`config.mk`:
```
export PLATFORM = sky130hd
export DESIGN_NAME = evq_ctrl
export DESIGN_NICKNAME = d
export VERILOG_FILES = /design/src/sv/evq_pkg.sv /design/src/sv/evq_ctrl.sv
export SDC_FILE = /design/constraint.sdc
export NUM_CORES = 1
export LEC_CHECK = 0
export ABC_CLOCK_PERIOD_IN_PS = 1130
export BUFFER_PORTS_ARGS = -buffer_cell sky130_fd_sc_hd__buf_2
export CAP_MARGIN = 20
export CORE_AREA = 2 2 39 41
export DETAILED_ROUTE_END_ITERATION = 7
export DIE_AREA = 0 0 41 43
export HOLD_SLACK_MARGIN = 0.05
export SLEW_MARGIN = 20
export SYNTH_ARGS = -nofsm -noshare
export SYNTH_HDL_FRONTEND = slang
export SYNTH_SLANG_ARGS = --single-unit
```
`constraint.sdc`:
```
create_clock -name clk -period 1.13 [get_ports clk]
set_input_delay 0.0565 -clock clk [delete_from_list [all_inputs] [get_ports clk]]
set_output_delay 0.0565 -clock clk [all_outputs]
set_load 0.03 [all_outputs]
```
`src/sv/evq_pkg.sv`:
```
// Shared types and constants for the timed event queue.
`timescale 1ns / 1ps
`default_nettype none
package evq_pkg;

  localparam int CAPACITY = 64;
  localparam int IDX_W    = $clog2(CAPACITY);
  localparam int CNT_W    = $clog2(CAPACITY + 1);

  typedef enum logic [2:0] {
    OP_INSERT     = 3'd0,
    OP_REM_OWNER  = 3'd1,
    OP_REM_OWN_TY = 3'd2,
    OP_FIND_FIRST = 3'd3,
    OP_FIND_NEXT  = 3'd4,
    OP_POP_DUE    = 3'd5,
    OP_CLEAR      = 3'd6
  } op_t;

  typedef enum logic [1:0] {
    ST_OK   = 2'd0,
    ST_FULL = 2'd1,
    ST_NONE = 2'd2
  } status_t;

  typedef struct packed {
    logic [31:0] due;
    logic [3:0]  typ;
    logic [15:0] owner;
    logic [15:0] data;
  } entry_t;

  typedef enum logic [2:0] {
    S_IDLE,
    S_DISPATCH,
    S_SCAN_RD,
    S_SCAN_EV,
    S_HEAD_RD,
    S_HEAD_EV,
    S_DONE
  } state_t;

  typedef struct packed {
    logic load;
    logic scan_rd;
    logic scan_ev;
    logic head_rd;
    logic head_cap;
  } cmd_t;

  typedef struct packed {
    logic active;
    logic last;
  } sts_t;

endpackage
`default_nettype wire

```
`src/sv/evq_ctrl.sv`:
```
// Controller state machine sequencing the table walk.
`timescale 1ns / 1ps
`default_nettype none
module evq_ctrl import evq_pkg::*; (
  input  wire  clk,
  input  wire  rst,
  input  wire  in_valid,
  output logic in_ready,
  output logic out_valid,
  input  wire  out_ready,
  output cmd_t cmd,
  input  sts_t sts
);

  state_t state, state_next;

  always_ff @(posedge clk) begin
    if (rst) begin
      state <= S_IDLE;
    end else begin
      state <= state_next;
    end
  end

  always_comb begin
    state_next = state;
    cmd        = '0;
    in_ready   = 1'b0;
    out_valid  = 1'b0;
    case (state)
      S_IDLE: begin
        in_ready = 1'b1;
        if (in_valid) begin
          cmd.load   = 1'b1;
          state_next = S_DISPATCH;
        end
      end
      S_DISPATCH: begin
        state_next = sts.active ? S_SCAN_RD : S_HEAD_RD;
      end
      S_SCAN_RD: begin
        cmd.scan_rd = 1'b1;
        state_next  = S_SCAN_EV;
      end
      S_SCAN_EV: begin
        cmd.scan_ev = 1'b1;
        state_next  = sts.last ? S_HEAD_RD : S_SCAN_RD;
      end
      S_HEAD_RD: begin
        cmd.head_rd = 1'b1;
        state_next  = S_HEAD_EV;
      end
      S_HEAD_EV: begin
        cmd.head_cap = 1'b1;
        state_next   = S_DONE;
      end
      S_DONE: begin
        out_valid = 1'b1;
        if (out_ready) begin
          state_next = S_IDLE;
        end
      end
      default: state_next = S_IDLE;
    endcase
  end

endmodule
`default_nettype wire

```
Yosys cells after proc, flatten, opt, wreduce, memory -nomap -nowiden

Cells that the tools add are included.
W data, S select, Z words.

Bits in registers: 3
Input port bits: 6
Output and inout bits: 7
Word-level logic and storage cells: 24

Mux-type cells: 13
Reductions and logical operators: 2
Eq/ne operators: 8

Operators by type and width:

| cell                 | count |
|---|---|
| $pmux W3 S7          | 1 |
| $mux W3              | 4 |
| $eq A3 B3 Y1 const B | 3 |
| $mux W1              | 8 |
| $eq A3 B2 Y1 const B | 2 |
| $ne A2 B2 Y1 const B | 2 |
| $eq A3 B1 Y1 const B | 1 |
| $logic_not A3 Y1     | 1 |
| $reduce_and A2 Y1    | 1 |

Depth between registers and ports, before layout

Word-level depth: 3
Gate-level depth with buffers: 4
Gate-level depth less buffers: 3

Least setup slack after synthesis

No wires, ideal clock.

Path kind: register -> output
From: reg state[2]
To: out cmd[4] (netlist bit)
Buffers on the path: 1
Cell stages (with the launch flop): 4
Slack: -0.210 ns
Data required time: 1.074 ns
Data arrival time: 1.283 ns
Cell sequence: dfxtp_1 buf_6 nor3_2 and2_1

RTL lines:

| item                   | RTL line       | source |
|---|---|---|
| from (decl)            | evq_ctrl.sv:15 | `state_t state, state_next;` |
| from (signal assigned) | evq_ctrl.sv:21 | `state <= state_next;` |
| to (decl)              | evq_ctrl.sv:11 | `output cmd_t cmd,` |

==> flow_metrics.py <==
metrics = {
    "final_layout": {
        "registers.top_by_ff_count": "state",
        "areaGrowthSynthToFinish_pct": 79.8,
        "num_antenna_cells": 0,
        "regArea_um2": 68.8,
        "top_regs": "state: 3 flops",
        "flip_flop_count_of_the_largest_register_all_copies_and_words_added": 3,
        "final_layout_size_suffix_gt1_frac": 0.667,
        "final_common_cell": "buf_2",
        "nets": 55,
        "layout.filler_cells": 149,
        "final_cell_mix": "9 x buf_2, 7 x buf_4, 3 x and3b_1, 3 x clkbuf_4, 3 x buf_6",
        "multiInputGateArea_um2": 166,
    },
    "timing": {
        "fmax_ghz": 0.882,
        "final.setup_skew_ps": 1.99,
        "slew_headroom": 0.837,
        "final.hold.worst_slack_ps": 86.5,
        "tightest_slew_ps": 244,
        "setup_repair_after_global_routing_missed_its_margin": "yes",
        "setup_total_negative_slack_ps": -3.18,
        "worst_slack_ps": -3.18,
        "slew_viol_final": 0,
        "fin_crit_ps": 1130,
        "final_min_period_over_clock_period": 1.00,
        "setup_violators_final": 1,
        "timing.final.hold_violations": 0,
    },
    "detailed_routing": {
        "wirelength_um": 595,
        "met3_wirelength_um": 49,
        "drt-pass1-iter-count": 2,
        "drt_iter0_markers": 1,
        "dr.max_layer_used": "met3",
        "drt-vias-per-instance": 4.11,
        "route.detailed.drc": 0,
        "avgRoutedWirePerCell_um": 9.30,
        "routed-via-count": 263,
        "ant_nets": 0,
        "routed-wl-met2_um": 311,
        "wirelength_met1_um": 234,
    },
    "grt": {
        "grt_overflow": 0,
        "first_global_vias": 259,
        "grt.total_usage": 0.0822,
        "grt_start_max_net_pins": 12,
        "grt_antenna_before_repair": 0,
        "grt_first_pass_wirelength_um": 966,
    },
    "die": {
        "top_level_ports": 13,
        "floorplan.initialDensity": 0.170,
        "dieHeight_um": 43,
        "placeableCoreArea_um2": 1380,
        "dieArea_um2": 1760,
        "die_width_um": 41,
        "std_cell_rows": 14,
    },
    "power": {
        "leakagePower_nw": 0.204,
        "power_per_cell_area_nw_per_um2": 1150,
        "vdd.ir_drop.worst_mv": 0.391,
    },
    "synthesis": {
        "synth_nets": 33,
        "yosysSeqAreaShare": 0.255,
        "distinct_cells_synth": 16,
        "synthesis.area_um2": 235,
        "ys_ff_latch": 3,
        "syn_inst": 27,
        "mean_area_per_synthesized_cell_um2": 8.71,
        "synthesis.yosys.warnings": 0,
    },
    "cts": {
        "cts.root.buffer_cell": "clkbuf_4",
        "register_clock_pin_slew_on_the_reported_worst_setup_and_hold_paths_ps": 40,
        "clock_sink_count": 3,
        "cts_tree": "yes",
        "cts_buffers": 3,
        "clock_tree.htree_level_count": 1,
        "ctsLongestPathBuffers": 2,
        "clock_latency_ps": 230,
    },
    "worst_setup_path": {
        "worst-endpoint-required_ps": 1070,
        "worstPathArrival_ps": 1080,
        "setup.worst_path.end_class": "primary output",
        "cpMaxStageDelayCell": "dfxtp_2",
        "critPathMaxStageDelay_ps": 330,
        "critical-path-top-cell-by-count": "buf_6",
        "crit_chain": "buf_6 > nor3_4 > and2_4 > buf_6",
        "path_class": "flip-flop to primary output",
        "cp-start-kind": "flip-flop",
        "rr_startpoint": "state[1]",
        "critical_path.startpoint": "state[2]",
        "critPathMaxFanout": 3,
    },
    "status": {
        "violations": "setup timing",
        "result_of_the_run": "complete, but fails checks",
    },
    "hold_path": {
        "hp-class": "primary input to flip-flop",
        "worstHoldStart": "sts[1]",
    },
    "placed_design": {
        "gp_routability_congestion": 0.639,
        "io_buffers": 12,
        "place.detailed.hpwl_um": 421,
    },
    "job": {
        "max-cap-violations": 0,
    },
}
[routing by layer]
metal,up-vias,global-route usage
met5,-,0
met4,0,0.0600
met3,0,0.0366
met2,7,0.131
met1,116,0.0769
li1,140,-
[final timing paths]
path,end,slack [ps],depth (start not counted)
setup / recovery,cmd[4],-3,4
hold / removal,state[1],90,3
setup reg to reg,state[2],100,4
hold reg to reg,state[2],470,2
[critical path, delay by kind of cell, from the launching register on]
family                 cells  cell delay, ps
buffers and inverters      2             250
DFF                        1             330
and+or+nand+nor            2             270
[final cells by class]
| type | count | area share |
|---|---|---|
| Sequential cell | 3 | 0.163 |
| Clock buffer | 4 | 0.0621 |
| Tap cell | 16 | 0.0473 |
| Multi-Input combinational cell | 21 | 0.393 |
| Timing Repair Buffer | 20 | 0.334 |
[stage by stage]
stage           util  worst slack (ps)  area [um2]  total power, W  cells
2_1_floorplan      -             -70.9         251        0.000230     27
3_3_place_gp   0.231             -2.79         319        0.000259     54
3_5_place_dp   0.231             -42.5         319        0.000261     54
4_1_cts        0.304             -13.7         420        0.000493     64
5_1_grt        0.306             -50.1         423        0.000513     64
6_report       0.306             -3.18         423        0.000486     64
[cell families (layout without fill, tap and decap cells)]
kind of cell,Yosys count,after routing,synth area share
simple gates,14,14,0.394
compound gates,7,7,0.234
flops,3,3,0.255
buf+inv,3,24,0.117
[synthesized netlist by cell type (all sizes together)]
master / n / area share
nor3b: 2 / 0.064
nor2: 2 / 0.032
a21oi: 1 / 0.021
buf: 3 / 0.12
o21ai: 3 / 0.064
nor3: 4 / 0.13
a21boi: 1 / 0.032
and3b: 3 / 0.11
and2: 1 / 0.027
a2111oi: 1 / 0.064
dfxtp: 3 / 0.26
nand2: 2 / 0.032
o211ai: 1 / 0.053
[where the power goes]
part	internal (W)	total [W]	switching [W]	leakage, nW
Combinational	0.0000818	0.000162	0.0000798	0.162
Clock	0.000132	0.000190	0.0000574	0.0150
Sequential	0.000115	0.000134	0.0000191	0.0264
[repair_timing]
item | in CTS | in global routing
resized for setup | 11 | 2
hold endpoints to repair | 3 | 0
hold buffers | 1 | 0
pin swaps | 2 | 0
setup buffers | 5 | 0
endpoints found under the setup margin | 10 | 2
No activity file was read; power rests on OpenSTA's default activity.
